`config.mk`:
```
export PLATFORM = sky130hd
export DESIGN_NAME = dual_ultrasonic_ranging_sequencer
export DESIGN_NICKNAME = d
export VERILOG_FILES = /design/src/sv/durs_pkg.sv /design/src/sv/durs_wait_timer.sv /design/src/sv/dual_ultrasonic_ranging_sequencer.sv
export SDC_FILE = /design/constraint.sdc
export NUM_CORES = 1
export LEC_CHECK = 0
export BUFFER_PORTS_ARGS = -buffer_cell sky130_fd_sc_hd__buf_2
export CORE_UTILIZATION = 40
export CTS_CLUSTER_SIZE = 30
export DETAILED_ROUTE_END_ITERATION = 10
export GPL_TIMING_DRIVEN = 1
export PLACE_DENSITY = 0.69
export SYNTH_ARGS = -nofsm -noshare
export SYNTH_HDL_FRONTEND = slang
export SYNTH_SLANG_ARGS = --single-unit
```
`constraint.sdc`:
```
create_clock -name clk_i -period 6.6 [get_ports clk_i]
set_clock_uncertainty 0.1 [all_clocks]
set_input_delay 1.32 -clock clk_i [delete_from_list [all_inputs] [get_ports clk_i]]
set_output_delay 1.32 -clock clk_i [all_outputs]
set_load 0.01 [all_outputs]
```
`src/sv/durs_pkg.sv`:
```
// Shared types and constants for the dual ultrasonic ranging sequencer.
// No dependencies; imported by every module of the block.
package durs_pkg;

  // Field and register widths
  localparam int unsigned RangeW    = 16;
  localparam int unsigned PrescW    = 11;
  localparam int unsigned PrescCntW = 10;
  localparam int unsigned EdgeCntW  = 2;
  localparam int unsigned CfgIdxW   = 2;
  localparam int unsigned CfgDataW  = 16;

  // Configuration register indexes
  localparam logic [CfgIdxW-1:0] CfgTriggerTicks = 2'd0;
  localparam logic [CfgIdxW-1:0] CfgTimeoutCount = 2'd1;
  localparam logic [CfgIdxW-1:0] CfgWaitPrescale = 2'd2;

  // Register reset values
  localparam logic [RangeW-1:0] TriggerTicksRst = 16'd160;
  localparam logic [RangeW-1:0] TimeoutCountRst = 16'd30000;
  localparam logic [PrescW-1:0] WaitPrescaleRst = 11'd8;

  // Prescaler limit and echo 2 capture edge count
  localparam logic [PrescW-1:0]   MaxPrescale     = 11'd1024;
  localparam logic [EdgeCntW-1:0] EdgesForCapture = 2'd2;
  localparam logic [RangeW-1:0]   TimerMax        = 16'hFFFF;

  // Sequencer phases, one-hot
  typedef enum logic [4:0] {
    PhIdle   = 5'b00001,
    PhS1Trig = 5'b00010,
    PhS1Wait = 5'b00100,
    PhS2Trig = 5'b01000,
    PhS2Wait = 5'b10000
  } phase_e;

  // Next timer state from one echo wait tick
  typedef struct packed {
    logic [RangeW-1:0]    timer;
    logic [PrescCntW-1:0] presc_cnt;
    logic                 expired;
  } wait_step_t;

endpackage

```
`src/sv/durs_wait_timer.sv`:
```
// Prescaled echo wait timer: one tick of the timer and its timeout check.
// Depends on durs_pkg.
module durs_wait_timer (
  input  logic [durs_pkg::RangeW-1:0]    timer_i,
  input  logic [durs_pkg::PrescCntW-1:0] presc_cnt_i,
  input  logic [durs_pkg::PrescW-1:0]    wait_prescale_i,
  input  logic [durs_pkg::RangeW-1:0]    timeout_count_i,
  output durs_pkg::wait_step_t           step_o
);
  import durs_pkg::*;

  logic [PrescW-1:0] eff_presc;
  logic [PrescW-1:0] presc_next;

  // Clamp the prescale to 1..1024
  always_comb begin
    priority if (wait_prescale_i == '0) begin
      eff_presc = PrescW'(1);
    end else if (wait_prescale_i > MaxPrescale) begin
      eff_presc = MaxPrescale;
    end else begin
      eff_presc = wait_prescale_i;
    end
  end

  assign presc_next = {1'b0, presc_cnt_i} + PrescW'(1);

  // Advance the timer on prescaler wrap, saturating at full scale
  always_comb begin
    step_o.timer     = timer_i;
    step_o.presc_cnt = presc_next[PrescCntW-1:0];
    if (presc_next >= eff_presc) begin
      step_o.presc_cnt = '0;
      if (timer_i != TimerMax) begin
        step_o.timer = timer_i + RangeW'(1);
      end
    end
    step_o.expired = (step_o.timer >= timeout_count_i);
  end

endmodule

```
`src/sv/dual_ultrasonic_ranging_sequencer.sv`:
```
// Top level of the dual ultrasonic ranging sequencer.
// Depends on durs_pkg and durs_wait_timer.
//
// One input transaction is one tick: a start request and both echo pin levels.
// Every input transaction yields exactly one result transaction carrying both
// trigger levels, busy, done, start refused and the two held ranges as they
// stand after that tick. The block takes one transaction per cycle while the
// result channel is not stalled; the sequencer update moves an accepted input
// from the input register into the result register. A start while idle presets
// both ranges to timeout_count, raises sensor 1's trigger for trigger_ticks ticks,
// then waits for a falling edge on echo one, counting the timer once every
// wait_prescale ticks; sensor 2 follows and captures on its second echo edge.
// Users must write configuration only with no transaction in flight; not enforced.
module dual_ultrasonic_ranging_sequencer (
  input  logic                          clk_i,
  input  logic                          rst_ni,
  // configuration write port
  input  logic                          cfg_we_i,
  input  logic [durs_pkg::CfgIdxW-1:0]  cfg_index_i,
  input  logic [durs_pkg::CfgDataW-1:0] cfg_data_i,
  // input channel
  input  logic                          in_valid_i,
  output logic                          in_stall_o,
  input  logic                          start_req_i,
  input  logic                          echo_one_i,
  input  logic                          echo_two_i,
  // result channel
  output logic                          out_valid_o,
  input  logic                          out_stall_i,
  output logic                          trig_one_o,
  output logic                          trig_two_o,
  output logic                          busy_res_o,
  output logic                          done_res_o,
  output logic                          start_refused_o,
  output logic [durs_pkg::RangeW-1:0]   range_one_o,
  output logic [durs_pkg::RangeW-1:0]   range_two_o
);
  import durs_pkg::*;

  // Configuration registers
  logic [RangeW-1:0] trigger_ticks_q;
  logic [RangeW-1:0] timeout_count_q;
  logic [PrescW-1:0] wait_prescale_q;

  // Input register
  logic in_vld_q;
  logic start_q, echo_one_q, echo_two_q;

  // Sequencer state
  phase_e               phase_q, phase_d;
  logic [RangeW-1:0]    timer_q, timer_d;
  logic [PrescCntW-1:0] presc_cnt_q, presc_cnt_d;
  logic [RangeW-1:0]    held_one_q, held_one_d;
  logic [RangeW-1:0]    held_two_q, held_two_d;
  logic [EdgeCntW-1:0]  edges_q, edges_d;
  logic                 last_one_q, last_two_q;

  // Result register
  logic out_vld_q;
  logic trig_one_q, trig_two_q, busy_q, done_q, refused_q;
  logic done_d, refused_d;

  logic       step;
  logic       fall_one, edge_two;
  logic [RangeW-1:0] timer_inc;
  wait_step_t wstep;

  // Move the held transaction to the result side when that side is free
  assign step       = in_vld_q && (!out_vld_q || !out_stall_i);
  assign in_stall_o = in_vld_q && !step;

  // Write configuration registers
  always_ff @(posedge clk_i or negedge rst_ni) begin
    if (!rst_ni) begin
      trigger_ticks_q <= TriggerTicksRst;
      timeout_count_q <= TimeoutCountRst;
      wait_prescale_q <= WaitPrescaleRst;
    end else if (cfg_we_i) begin
      unique case (cfg_index_i)
        CfgTriggerTicks: trigger_ticks_q <= cfg_data_i;
        CfgTimeoutCount: timeout_count_q <= cfg_data_i;
        CfgWaitPrescale: wait_prescale_q <= cfg_data_i[PrescW-1:0];
        default: ;
      endcase
    end
  end

  // Capture the input transaction
  always_ff @(posedge clk_i or negedge rst_ni) begin
    if (!rst_ni) begin
      in_vld_q <= 1'b0;
    end else if (!in_stall_o) begin
      in_vld_q <= in_valid_i;
    end
  end

  always_ff @(posedge clk_i) begin
    if (!in_stall_o && in_valid_i) begin
      start_q    <= start_req_i;
      echo_one_q <= echo_one_i;
      echo_two_q <= echo_two_i;
    end
  end

  assign fall_one  = last_one_q && !echo_one_q;
  assign edge_two  = last_two_q != echo_two_q;
  assign timer_inc = (timer_q != TimerMax) ? timer_q + RangeW'(1) : timer_q;

  durs_wait_timer u_wait_timer (
    .timer_i         (timer_q),
    .presc_cnt_i     (presc_cnt_q),
    .wait_prescale_i (wait_prescale_q),
    .timeout_count_i (timeout_count_q),
    .step_o          (wstep)
  );

  // Sequencer update for one tick
  always_comb begin
    phase_d     = phase_q;
    timer_d     = timer_q;
    presc_cnt_d = presc_cnt_q;
    held_one_d  = held_one_q;
    held_two_d  = held_two_q;
    edges_d     = edges_q;
    done_d      = 1'b0;
    refused_d   = start_q && (phase_q != PhIdle);
    unique case (phase_q)
      PhS1Trig, PhS2Trig: begin
        timer_d = timer_inc;
        if (timer_inc >= trigger_ticks_q) begin
          phase_d     = (phase_q == PhS1Trig) ? PhS1Wait : PhS2Wait;
          timer_d     = '0;
          presc_cnt_d = '0;
        end
      end
      PhS1Wait: begin
        timer_d     = wstep.timer;
        presc_cnt_d = wstep.presc_cnt;
        if (fall_one) begin
          held_one_d = timer_q;
        end
        if (fall_one || wstep.expired) begin
          phase_d     = PhS2Trig;
          timer_d     = '0;
          presc_cnt_d = '0;
        end
      end
      PhS2Wait: begin
        timer_d     = wstep.timer;
        presc_cnt_d = wstep.presc_cnt;
        if (edge_two && edges_q < EdgesForCapture) begin
          edges_d = edges_q + EdgeCntW'(1);
        end
        if (edge_two && edges_d >= EdgesForCapture) begin
          held_two_d = timer_q;
        end
        if ((edge_two && edges_d >= EdgesForCapture) || wstep.expired) begin
          phase_d     = PhIdle;
          timer_d     = '0;
          presc_cnt_d = '0;
          done_d      = 1'b1;
        end
      end
      default: begin
        // idle: launch a new cycle on start
        refused_d = 1'b0;
        phase_d   = PhIdle;
        if (start_q) begin
          held_one_d  = timeout_count_q;
          held_two_d  = timeout_count_q;
          edges_d     = '0;
          phase_d     = PhS1Trig;
          timer_d     = '0;
          presc_cnt_d = '0;
        end
      end
    endcase
  end

  // Hold sequencer state, advance once per transaction
  always_ff @(posedge clk_i or negedge rst_ni) begin
    if (!rst_ni) begin
      phase_q     <= PhIdle;
      timer_q     <= '0;
      presc_cnt_q <= '0;
      held_one_q  <= '0;
      held_two_q  <= '0;
      edges_q     <= '0;
      last_one_q  <= 1'b0;
      last_two_q  <= 1'b0;
    end else if (step) begin
      phase_q     <= phase_d;
      timer_q     <= timer_d;
      presc_cnt_q <= presc_cnt_d;
      held_one_q  <= held_one_d;
      held_two_q  <= held_two_d;
      edges_q     <= edges_d;
      last_one_q  <= echo_one_q;
      last_two_q  <= echo_two_q;
    end
  end

  // Result register
  always_ff @(posedge clk_i or negedge rst_ni) begin
    if (!rst_ni) begin
      out_vld_q <= 1'b0;
    end else if (!out_vld_q || !out_stall_i) begin
      out_vld_q <= in_vld_q;
    end
  end

  always_ff @(posedge clk_i) begin
    if (step) begin
      trig_one_q <= (phase_d == PhS1Trig);
      trig_two_q <= (phase_d == PhS2Trig);
      busy_q     <= (phase_d != PhIdle);
      done_q     <= done_d;
      refused_q  <= refused_d;
    end
  end

  assign out_valid_o     = out_vld_q;
  assign trig_one_o      = trig_one_q;
  assign trig_two_o      = trig_two_q;
  assign busy_res_o      = busy_q;
  assign done_res_o      = done_q;
  assign start_refused_o = refused_q;
  assign range_one_o     = held_one_q;
  assign range_two_o     = held_two_q;

endmodule

```
## Word level (Yosys, flattened, before mapping)

Index checks and enable logic that the tools add are counted.

| storage, ports and cells | value |
|---|---|
| bits of input ports | 26 |
| word-level logic and storage cells | 109 |
| register bits after elaboration | 120 |
| output and inout bits | 39 |

| cells by class | value |
|---|---|
| reduce and logical (&&, ||, !) cells | 32 |
| $add $sub $neg | 3 |
| bitwise operators | 2 |
| mux-type cells | 30 |
| equality and inequality tests | 15 |
| order comparisons | 6 |

Operators by type and width:

| kind | number |
|---|---|
| 2-to-1 mux 16 bit | 8 |
| one-hot mux 16 bit (2 select lines) | 2 |
| one-hot mux 16 bit (3 select lines) | 1 |
| 2-to-1 mux 10 bit | 4 |
| >= comparator 16 bit | 2 |
| one-hot mux 10 bit (3 select lines) | 1 |
| 2-to-1 mux 26 bit | 1 |
| 2-to-1 mux 11 bit | 2 |
| 2-to-1 mux 5 bit | 4 |
| adder 16 x 1 -> 16 bit, second input constant | 1 |
| != test 16 bit, second input constant | 1 |
| one-hot mux 5 bit (3 select lines) | 1 |
| adder 10 x 1 -> 11 bit, second input constant | 1 |
| >= comparator 11 bit | 1 |
| > comparator 11 bit, second input constant | 1 |
| zero test 11 bit | 1 |
| == test 5 x 2 -> 1 bit, second input constant | 2 |
| == test 5 x 4 -> 1 bit, second input constant | 2 |
| != test 5 x 1 -> 1 bit, second input constant | 2 |
| 2-to-1 mux 2 bit | 4 |
| AND reduction 2 bit | 4 |
| AND reduction 4 bit | 2 |
| logical AND 1 bit | 7 |
| != test 2 bit, second input constant | 3 |
| 20 further kinds | 30 |

## Depth between registers and ports, before layout

Gate-level depths: netlist (run 1).

| logic depth | value |
|---|---|
| word-level depth | 10 |
| mapped depth | 22 |
| depth with buffers taken out | 20 |

## Modules after synthesis

From an unflattened synthesis (run 1), not the netlist that was laid out.

| second synthesis, totals | value |
|---|---|
| cells, all modules | 762 |
| area total of the unflattened synthesis | 7268.2 µm² |

Modules (own cells, without submodules):

| module | sequential area each (µm²) | cells each | instances | area an instance (µm²) |
|---|---|---|---|---|
| dual_ultrasonic_ranging_sequencer | 3056.7 | 577 | 1 | 5968.2 |
| durs_wait_timer | 0.0 | 185 | 1 | 1300.0 |

## Worst setup path before layout (run 1)

Ideal clock, no wire load.

| path | value |
|---|---|
| kind | register to register |
| start | register presc_cnt_q[0] |
| end | register timer_q[6] |
| cell stages (with the launch flop) | 19 |
| data required time | 6.379 ns |
| path slack | 1.868 ns |
| period minus slack after synthesis | 4.732 ns |
| data arrival time | 4.511 ns |
| buffers on the path | 2 |
| setup time | 0.121 ns |
| path through | dfrtp_1 ha_1 nand3_1 nor2_1 and3_1 and3_1 ha_1 nand4_1 o21ai_1 clkbuf_1 mux2_2 ha_1 nand4_1 o32a_1 o2111ai_4 nor3b_4 or2_2 buf_6 a22o_1 |

| between the ends | value |
|---|---|
| longest elaborated chain between the ends | 7 |
| elaborated cells between the ends (all ways) | 9 |
| classes of those cells | 1 x add/sub; 2 x order compare; 4 x mux; 2 x reduce/logical |

Ends and longest elaborated chain:

| element | RTL line | RTL |
|---|---|---|
| start: declaration | dual_ultrasonic_ranging_sequencer.sv:52 | `logic [PrescCntW-1:0] presc_cnt_q, presc_cnt_d;` |
| start signal: assignment | dual_ultrasonic_ranging_sequencer.sv:194 | `presc_cnt_q <= presc_cnt_d;` |
| adder 10 x 1 -> 11 bit * | durs_wait_timer.sv:26 | `assign presc_next = {1'b0, presc_cnt_i} + PrescW'(1);` |
| >= comparator 11 bit * | durs_wait_timer.sv:32 | `if (presc_next >= eff_presc) begin` |
| 2-to-1 mux 26 bit * | durs_wait_timer.sv:32 |  |
| >= comparator 16 bit | durs_wait_timer.sv:38 | `step_o.expired = (step_o.timer >= timeout_count_i);` |
| logical OR 1 bit (on tied branches) | dual_ultrasonic_ranging_sequencer.sv:157, dual_ultrasonic_ranging_sequencer.sv:142 |  |
| 2-to-1 mux 16 bit (on tied branches) | dual_ultrasonic_ranging_sequencer.sv:157, dual_ultrasonic_ranging_sequencer.sv:142 |  |
| one-hot mux 16 bit (3 select lines) * | dual_ultrasonic_ranging_sequencer.sv:127 | `unique case (phase_q)` |
| end signal: assignment | dual_ultrasonic_ranging_sequencer.sv:193 | `timer_q <= timer_d;` |
| end: declaration | dual_ultrasonic_ranging_sequencer.sv:51 | `logic [RangeW-1:0] timer_q, timer_d;` |

Mark *: on every way between the ends. The rest lies on a longest branch, timed or not.
A chain may end at the register's enable or synchronous reset.

## Worst setup path in the final report (run 1)

Ends and elaborated chain as after synthesis.

==> metrics, run 1 <==
status=finished clean; First-pass DRT Iterations=5; share of cells above drive strength 1=20.22%; PortBufs=64; Slew headroom=17.37%; critical path endpoint category=register; worst hold path cell count=2; area post-placement=7388 um^2; initial antenna violation count=0; Combinational Power Share=27.7%; FF-to-FF path depth=20; die area=17740 um^2; Worst-Skew Late Latency=0.43 ns; simple-gate portion of the synthesized area=19.34%; Setup TNS=0 ns; WP buf/inv=1; internal power=1862 uW; most frequent cells in the layout=nand2_1, dfrtp_1, buf_2, nor2_1, o21ai_0; H-tree depth=4; first-pass GRT wire length=26.61 mm; Sw Ratio=33.62%; fraction of registers with async set/reset=93.33%; Req. time, crit path=6.86 ns; Place WS=1.444 ns; post-layout instance area=8000 um^2; FF+latch area=3057 um^2; Post-CTS Resized=0; slowest CP cell=o21ai_2; Synth Cell Area=6884 um^2; Post-DRT Antenna Nets=0; WS Path Type=reg2reg; Layout area overhead=16.21%; clock sinks=120; sequential-to-total area share from yosys stat=44.40%; Max Transition Viols Final=0; area taken by multi-input logic gates=3523 um^2; hold buffers post-CTS=0; Main synth FF type=dfrtp_1; Tcrit/Tclk final=79.46%; Slew @ Worst Pin=1.235 ns; Seq pwr share=38.1%; commonest non-fill, non-tap cell in the layout=nand2_1; min Tclk post-route=5.244 ns; DP HPWL=11.62 mm; Total GRT Usage=19.14%; Worst EP arrival=5.51 ns; CP Launch Type=register; maximum fanout along the worst path=18; # DRC=0; final setup fails=0; leakage=0.003701 uW; die width=133.2 um; Max Cap Viol=0; RSZ-0062 raised after global routing=no; Die Y=133.2 um; PwrDens=350.7 nW/um^2; clk buf depth=2; via count=5496; xor/xnor cell area share of the yosys netlist=3.435%; Antenna diodes=0; syn_nets=820; post-synthesis adder-cell area fraction=8.179%; Row Count=47; vias per cell=5.305; CTS buffer count=17; slowest stage delay, CP=0.65 ns; Initial Utilization=41.22%; Core Area=16700 um^2; GRT overflow=0; sw power=943.3 uW; Nets=874; Setup WS post-layout=1.356 ns; Clock Tree Root=clkbuf_16; WP depth=20; Hold Fails Final Rpt=0; fmax=0.1907 GHz; Post-Route WL=15.98 mm; largest family of logic cells by synthesized area=simple AND/OR/NAND/NOR gates; setup bufs post-CTS=0; Yosys warnings=0; CP top delay family=compound AO/OA/AOI/OAI gates; cells along the critical path=nand3_1, nor2_1, and3_1, nand3_1, xnor2_1, ha_1, a21o_1, a21oi_1, o21ai_1, buf_4, and2_1, xnor2_1, ha_1, nand2b_1, a2111o_1, a31oi_1, o2111ai_4, o21ai_2, a31o_2, a22o_1; synthesis-stage register bit count=120; Syn Inst Count=749; DR iter-0 viols=359; Min-Delay Path Class=reg2reg; drt wl/cell=15.43 um; IO Pins=65; worst ir drop on vdd=186.2 uV; clk slew on worst S/H paths=0.06 ns; fillcell total=1580; Clock Power Share=34.3%; syn_area_per_cell=9.191 um^2; Synth Area in Compound Gates=14.50%; TritonCTS clock tree=done; largest net degree at the start of global routing=68; vias in the first global route=5116; routability congestion estimate=0.9032; mux contribution to synthesized area=5.543%; Synth cell types=59; number of enable flip-flop cells after synthesis=8
registers in the layout, summed over array words and instances, names as in the netlist, 5 cells and up:
name	flops
phase_q	5
presc_cnt_q	10
range_one_o	16
range_two_o	16
timeout_count_q	16
timer_q	16
trigger_ticks_q	16
wait_prescale_q	11
routing by layer:
| layer | GRT usage [%] | vias up | share of wire, % |
|---|---|---|---|
| li1 | - | 2715 | - |
| met1 | 28.35 | 2627 | 50 |
| met2 | 27.69 | 134 | 43 |
| met3 | 3.729 | 20 | 5.1 |
| met4 | 6.692 | 0 | 1.7 |
| met5 | 0 | - | 0 |
power by group through the flow:
stage          combinational [uW]  clock (uW)  sequential [uW]
4_1_cts                       784         976             1070
6_report                      776         961             1070
2_1_floorplan                 492           0             1090
5_1_grt                       880        1010             1090
3_3_place_gp                  769           0             1070
3_5_place_dp                  778           0             1080
area by class of cell:
cell class / instances / share of cell area, %
Multi-Input combinational cell: 551 / 44.04
Sequential cell: 120 / 38.21
Clock buffer: 19 / 5.536
Timing Repair Buffer: 71 / 4.692
Tap cell: 220 / 3.441
Clock inverter: 13 / 2.111
Inverter: 42 / 1.971
path summary, 6_finish.rpt:
kind | start | endpoint | slack [ns]
setup / recovery | presc_cnt_q[0] | timer_q[6] | 1.36
hold / removal | last_one_q | last_one_q | 0.37
setup reg to reg | presc_cnt_q[0] | timer_q[6] | 1.36
hold reg to reg | last_one_q | last_one_q | 0.37
max in group asynchronous | rst_ni | timer_q[8] | 4.33
min in group asynchronous | rst_ni | range_two_o[12] | 0.79
cells in the mapped netlist (8+ instances only):
| master | instances | share of area, % |
|---|---|---|
| o21ai_0 | 46 | 3.3 |
| ha_1 | 45 | 8.2 |
| edfxtp_1 | 8 | 3.5 |
| nor3_1 | 14 | 1.0 |
| nor2_1 | 58 | 3.2 |
| nand3_1 | 16 | 1.2 |
| xor2_1 | 11 | 1.4 |
| a31oi_1 | 38 | 3.5 |
| a21oi_1 | 21 | 1.5 |
| nand2b_1 | 10 | 0.91 |
| xnor2_1 | 16 | 2.0 |
| mux2_2 | 33 | 5.4 |
| dfrtp_1 | 101 | 37 |
| a22o_1 | 11 | 1.4 |
| nand4_1 | 11 | 1.0 |
| inv_1 | 40 | 2.2 |
| nand2_1 | 142 | 7.7 |
| dfstp_2 | 11 | 4.2 |
| clkbuf_1 | 27 | 1.5 |
worst min-delay path, stage by stage (launching register included):
cell and delay (ns):
dfrtp_1 0.33, nand2_1 0.05, nand2_1 0.06
metrics by stage:
| stage | cells | power, uW | hold slack [ns] | util (%) |
|---|---|---|---|---|
| after floorplan | 749 | 1582 | 0.3380 | - |
| after global placement | 1004 | 1841 | 0.3511 | 44.24 |
| after detailed placement | 1004 | 1858 | 0.3546 | 44.24 |
| after CTS | 1036 | 2827 | 0.3684 | 47.90 |
| after global routing | 1036 | 2986 | 0.4017 | 47.90 |
| final | 1036 | 2806 | 0.3705 | 47.90 |
cells by family (layout without fill, tap and decap cells):
kind of cell               count (synthesis)  in the layout
muxes                                     34             34
AOI/OAI and AO/OA                        154            154
xor gates and xnor gates                  27             27
and+or+nand+nor                          291            291
DFF                                      120            120
buffers and inverters                     78            145
adders and majority gates                 45             45
Power figures use the tool's default switching activity.
==> run 2, diff against run 1 <==
==> constraint.sdc (replaced) <==
create_clock -name clk_i -period 5.2 [get_ports clk_i]
set_clock_uncertainty 0.1 [all_clocks]
set_input_delay 1.04 -clock clk_i [delete_from_list [all_inputs] [get_ports clk_i]]
set_output_delay 1.04 -clock clk_i [all_outputs]
set_load 0.01 [all_outputs]
==> metrics, run 2 (synthesis gave the netlist of run 1 again) <==
Setup WS post-layout=0.3218 ns; Row Count=47; maximum fanout along the worst path=18; Layout area overhead=16.85%; FF-to-FF Start=presc_cnt_q[0]; clock sinks=120; H-tree depth=4; Clock Tree Root=clkbuf_16; vias per cell=5.338; drt wl/cell=15.76 um; Tcrit/Tclk final=93.81%; cells along the critical path=ha_1, nand3_1, nor2_2, xor2_1, ha_1, o21ai_0, a22oi_1, nand4_1, o21ai_1, buf_12, and2_1, xnor2_1, ha_1, nand2b_1, a2111o_1, a31oi_2, o2111ai_4, o21ai_2, buf_4, a22o_1; Critical Path Most Common Cell=ha_1; end of the worst register-to-register path=timer_q[4]; hold path endpoint=last_one_q; Core Area=16700 um^2; initial antenna violation count=0; PortBufs=64; Hold Fails Final Rpt=0; Req. time, crit path=5.46 ns; TritonCTS clock tree=done; min Tclk post-route=4.878 ns; Worst-Skew Late Latency=0.42 ns; Post-DRT Antenna Nets=0; die area=17740 um^2; Total GRT Usage=19.83%; Place WS=0.2111 ns; first-pass GRT wire length=27.43 mm; fin cells=1044; slowest stage delay, CP=0.42 ns; # DRC=0; die width=133.2 um; slowest CP cell=dfrtp_1; CP Launch Type=register; worst hold path cell count=2; hold buffers post-CTS=0; via count=5573; worst ir drop on vdd=232.4 uV; CTS buffer count=17; Slew @ Worst Pin=1.296 ns; FF-to-FF path depth=20; Worst EP arrival=5.14 ns; WS Path Type=reg2reg; commonest non-fill, non-tap cell in the layout=nand2_1; most frequent cells in the layout=nand2_1, dfrtp_1, buf_2, nor2_1; GRT overflow=0; DR iter-0 viols=335; Slew headroom=13.30%; DP HPWL=12.08 mm; Nets=882; placed cells=1012; Post-CTS Resized=0; First-pass DRT Iterations=4; Initial Utilization=41.22%; Min-Delay Path Class=reg2reg; final setup fails=0; largest net degree at the start of global routing=82; PwrDens=431.3 nW/um^2; critical path endpoint category=register; Max Transition Viols Final=0; vias in the first global route=5270; clk buf depth=2; routability congestion estimate=0.8749; share of cells above drive strength 1=21.12%; setup bufs post-CTS=0; fmax=0.2050 GHz; Antenna diodes=0; hold wc startpoint=last_one_q; clk slew on worst S/H paths=0.06 ns; Max Cap Viol=0; R2R Setup Slk=0.32 ns; Post-Route WL=16.46 mm; status=finished clean; IO Pins=65; Die Y=133.2 um; leakage=0.003716 uW
-- run 2: changes by cell type in the layout (fill, tap and decap cells not counted), sizes merged --
| cell | change |
|---|---|
| inv | -3 |
| buf | +8 |
| bufinv | -2 |
| clkbuf | +5 |
-- run 2: cell type report --
| cell class | count | area [um^2] |
|---|---|---|
| Clock buffer | 24 | 493.0 |
| Clock inverter | 8 | 70.07 |
| Inverter | 42 | 157.7 |
| Sequential cell | 120 | 3057 |
| Fill cell | 1597 | 8657 |
| Multi-Input combinational cell | 551 | 3543 |
| Tap cell | 220 | 275.3 |
| Timing Repair Buffer | 79 | 447.9 |
-- run 2: report_power, final --
part	total (uW)	switching, uW	internal [uW]
Combinational	1000	582	420
Clock	1110	407	705
Sequential	1360	170	1190
Total	3470	1160	2310
-- run 2: through the flow --
| step | setup TNS [ns] | area, um^2 | util (%) | hold slack [ns] | total power, uW |
|---|---|---|---|---|---|
| 2_1_floorplan | 0 | 6884 | - | 0.3380 | 2008 |
| 6_report | 0 | 8044 | 48.16 | 0.3699 | 3470 |
| 3_3_place_gp | 0 | 7461 | 44.67 | 0.3504 | 2344 |
| 4_1_cts | 0 | 8024 | 48.04 | 0.3803 | 3490 |
| 3_5_place_dp | 0 | 7461 | 44.67 | 0.3687 | 2367 |
| 5_1_grt | -0.1335 | 8044 | 48.16 | 0.3938 | 3695 |
-- run 2: layer usage --
metal  vias to the layer above  GRT usage [%]  part of all wire (%)
met5                         -              0                     0
met4                         0          7.576                   1.6
met3                        19          3.729                   4.2
met2                       154          30.02                    45
met1                      2669          28.12                    49
li1                       2731              -                     -
-- run 2: worst max-delay path, delay by kind of cell, from the launching register on --
| family | cells | cell delay [ns] |
|---|---|---|
| compound gates | 8 | 1.89 |
| simple gates | 5 | 0.92 |
| fa+ha+maj | 3 | 0.70 |
| buf+inv | 2 | 0.45 |
| flops | 1 | 0.42 |
| xor+xnor | 2 | 0.33 |
-- run 2: worst max path at each step --
stage / start / end / slack [ns] / cells after the start
2_1_floorplan: presc_cnt_q[0] / timer_q[6] / 0.47 / 18
6_report: presc_cnt_q[0] / timer_q[4] / 0.32 / 20
3_3_place_gp: presc_cnt_q[0] / timer_q[11] / 0.28 / 21
3_5_place_dp: presc_cnt_q[0] / timer_q[4] / 0.21 / 21
4_1_cts: presc_cnt_q[0] / timer_q[4] / 0.19 / 21
5_1_grt: presc_cnt_q[0] / timer_q[2] / -0.03 / 19
==> run 3, diff against run 2 <==
--- a/config.mk
+++ b/config.mk
@@ -6,11 +6,13 @@
 export NUM_CORES = 1
 export LEC_CHECK = 0
 export BUFFER_PORTS_ARGS = -buffer_cell sky130_fd_sc_hd__buf_2
-export CORE_UTILIZATION = 40
+export CELL_PAD_IN_SITES_DETAIL_PLACEMENT = 1
+export CELL_PAD_IN_SITES_GLOBAL_PLACEMENT = 2
+export CORE_UTILIZATION = 38
 export CTS_CLUSTER_SIZE = 30
 export DETAILED_ROUTE_END_ITERATION = 10
 export GPL_TIMING_DRIVEN = 1
-export PLACE_DENSITY = 0.69
+export PLACE_DENSITY = 0.92
 export SYNTH_ARGS = -nofsm -noshare
 export SYNTH_HDL_FRONTEND = slang
 export SYNTH_SLANG_ARGS = --single-unit
==> metrics, run 3 (synthesis gave the netlist of run 1 again) <==
status=finished clean; commonest non-fill, non-tap cell in the layout=nand2_1; drt wl/cell=17.67 um; Core Area=17480 um^2; clock sinks=120; DP HPWL=13.69 mm; met3 WL post-DR=714 um; Req. time, crit path=5.46 ns; end of the worst register-to-register path=timer_q[2]; maximum fanout along the worst path=11; Combinational Power Share=29.4%; DR iter-0 viols=218; uppermost layer routed=met4; H-tree depth=4; Worst EP arrival=5.05 ns; clk buf depth=2; Die Y=136.6 um; via count=5713; FF+latch area=3057 um^2; PortBufs=64; share of cells above drive strength 1=22.41%; Layout area overhead=17.61%; hold buffers post-CTS=0; critical path endpoint category=register; fmax=0.2087 GHz; FF-to-FF path depth=20; fin cells=1055; first-pass GRT wire length=30.82 mm; vias per cell=5.415; initial antenna violation count=0; die width=136.6 um; # DRC=0; clk slew on worst S/H paths=0.06 ns; sw power=1243 uW; hold path endpoint=last_one_q; largest net degree at the start of global routing=42; Clock Tree Root=clkbuf_16; CTS buffer count=17; leakage=0.003736 uW; TritonCTS clock tree=done; WS Path Type=reg2reg; Slew headroom=36.79%; Tcrit/Tclk final=92.16%; PwrDens=434.9 nW/um^2; Row Count=48; Total GRT Usage=21.63%; Nets=888; Max Cap Viol=0; vias in the first global route=5887; area post-placement=7477 um^2; Sw Ratio=35.29%; Worst-Skew Late Latency=0.43 ns; final setup fails=0; placed cells=1020; Max Transition Viols Final=0; Setup TNS=0 ns; Seq pwr share=38.8%; min Tclk post-route=4.793 ns; IO Pins=65; worst ir drop on vdd=251.0 uV; Hold Fails Final Rpt=0; post-layout instance area=8097 um^2; FF-to-FF Start=presc_cnt_q[0]; Clock Power Share=31.9%; CP Launch Type=register; detailed route wirelength on metal2=8.734 mm; Slew @ Worst Pin=0.9482 ns; die area=18660 um^2; most frequent cells in the layout=nand2_1, dfrtp_1, buf_2, nor2_1; area taken by multi-input logic gates=3550 um^2; GRT overflow=0; R2R Setup Slk=0.41 ns; Post-Route WL=18.65 mm; Min-Delay Path Class=reg2reg; First-pass DRT Iterations=4; Post-DRT Antenna Nets=0; fillcell total=2019; Final Total Pwr=3522 uW; Crit. Startpoint=presc_cnt_q[0]; Antenna diodes=0; M1 WL=8.975 mm; internal power=2279 uW; worst hold path cell count=2; Initial Utilization=39.39%; RSZ-0062 raised after global routing=no; hold wc startpoint=echo_one_q; routability congestion estimate=0.8306
-- run 3: changes by cell type in the layout (fill, tap and decap cells not counted), sizes merged --
cell      previous run  this run
clkbuf              24        20
clkinvlp             2         5
bufinv               1         0
inv                 40        42
buf                 79        85
-- run 3: worst max-delay path by stage --
stage | end | slack (ns) | cells after the start
6_report | timer_q[2] | 0.41 | 20
5_1_grt | timer_q[12] | 0.03 | 20
4_1_cts | timer_q[6] | 0.12 | 20
3_5_place_dp | timer_q[6] | 0.16 | 20
3_3_place_gp | timer_q[14] | 0.35 | 20
2_1_floorplan | timer_q[6] | 0.47 | 18
-- run 3: area by class of cell --
| class | instances | area share, % |
|---|---|---|
| flip-flops and latches | 120 | 37.75 |
| clock inverters | 12 | 1.144 |
| clock buffers | 20 | 5.903 |
| repair buffers | 85 | 5.934 |
| well taps | 225 | 3.477 |
| inverters | 42 | 1.947 |
| multi-input cells | 551 | 43.84 |
-- run 3: worst max-delay path, cell delays in order (launching register included) --
cell and delay (ns):
dfrtp_1 0.42, nand3_1 0.15, nor2_1 0.20, and3_1 0.26
nand3_1 0.12, xnor2_1 0.16, ha_1 0.32, a21o_1 0.19
a21oi_1 0.14, o21ai_1 0.09, buf_4 0.17, and2_1 0.20
xnor2_1 0.18, ha_1 0.25, nand2b_1 0.14, a2111o_1 0.41
a31oi_2 0.24, o2111ai_4 0.25, nor3b_4 0.32, or2_4 0.25
a22o_1 0.16
-- run 3: power by group through the flow --
| stage | combinational, uW | sequential (uW) | clock [uW] |
|---|---|---|---|
| floorplan | 624 | 1380 | 0 |
| global placement | 993 | 1370 | 0 |
| detailed placement | 1020 | 1380 | 0 |
| CTS | 1040 | 1370 | 1140 |
| global route | 1160 | 1400 | 1180 |
| finish | 1030 | 1360 | 1120 |
-- run 3: per-layer routing --
layer | vias to the layer above | track usage [%]
met1 | 2829 | 29.48
met5 | - | 0
met4 | 0 | 7.222
met3 | 20 | 3.926
met2 | 103 | 34.49
li1 | 2761 | -
-- run 3: per-stage QoR --
step | worst slack, ns | utilization (%) | hold slack [ns]
after floorplan | 0.4681 | - | 0.3380
after global placement | 0.3531 | 42.78 | 0.3516
after detailed placement | 0.1623 | 42.78 | 0.3782
after CTS | 0.1242 | 46.05 | 0.3895
after global routing | 0.02905 | 46.33 | 0.4277
final | 0.4074 | 46.33 | 0.3841
-- run 3: what timing repair did --
action | 4_1_cts | 5_1_grt
setup buffers | 0 | 3
endpoints found under the hold margin | 0 | 0
gates resized for setup | 0 | 8
endpoints found under the setup margin | 0 | 29
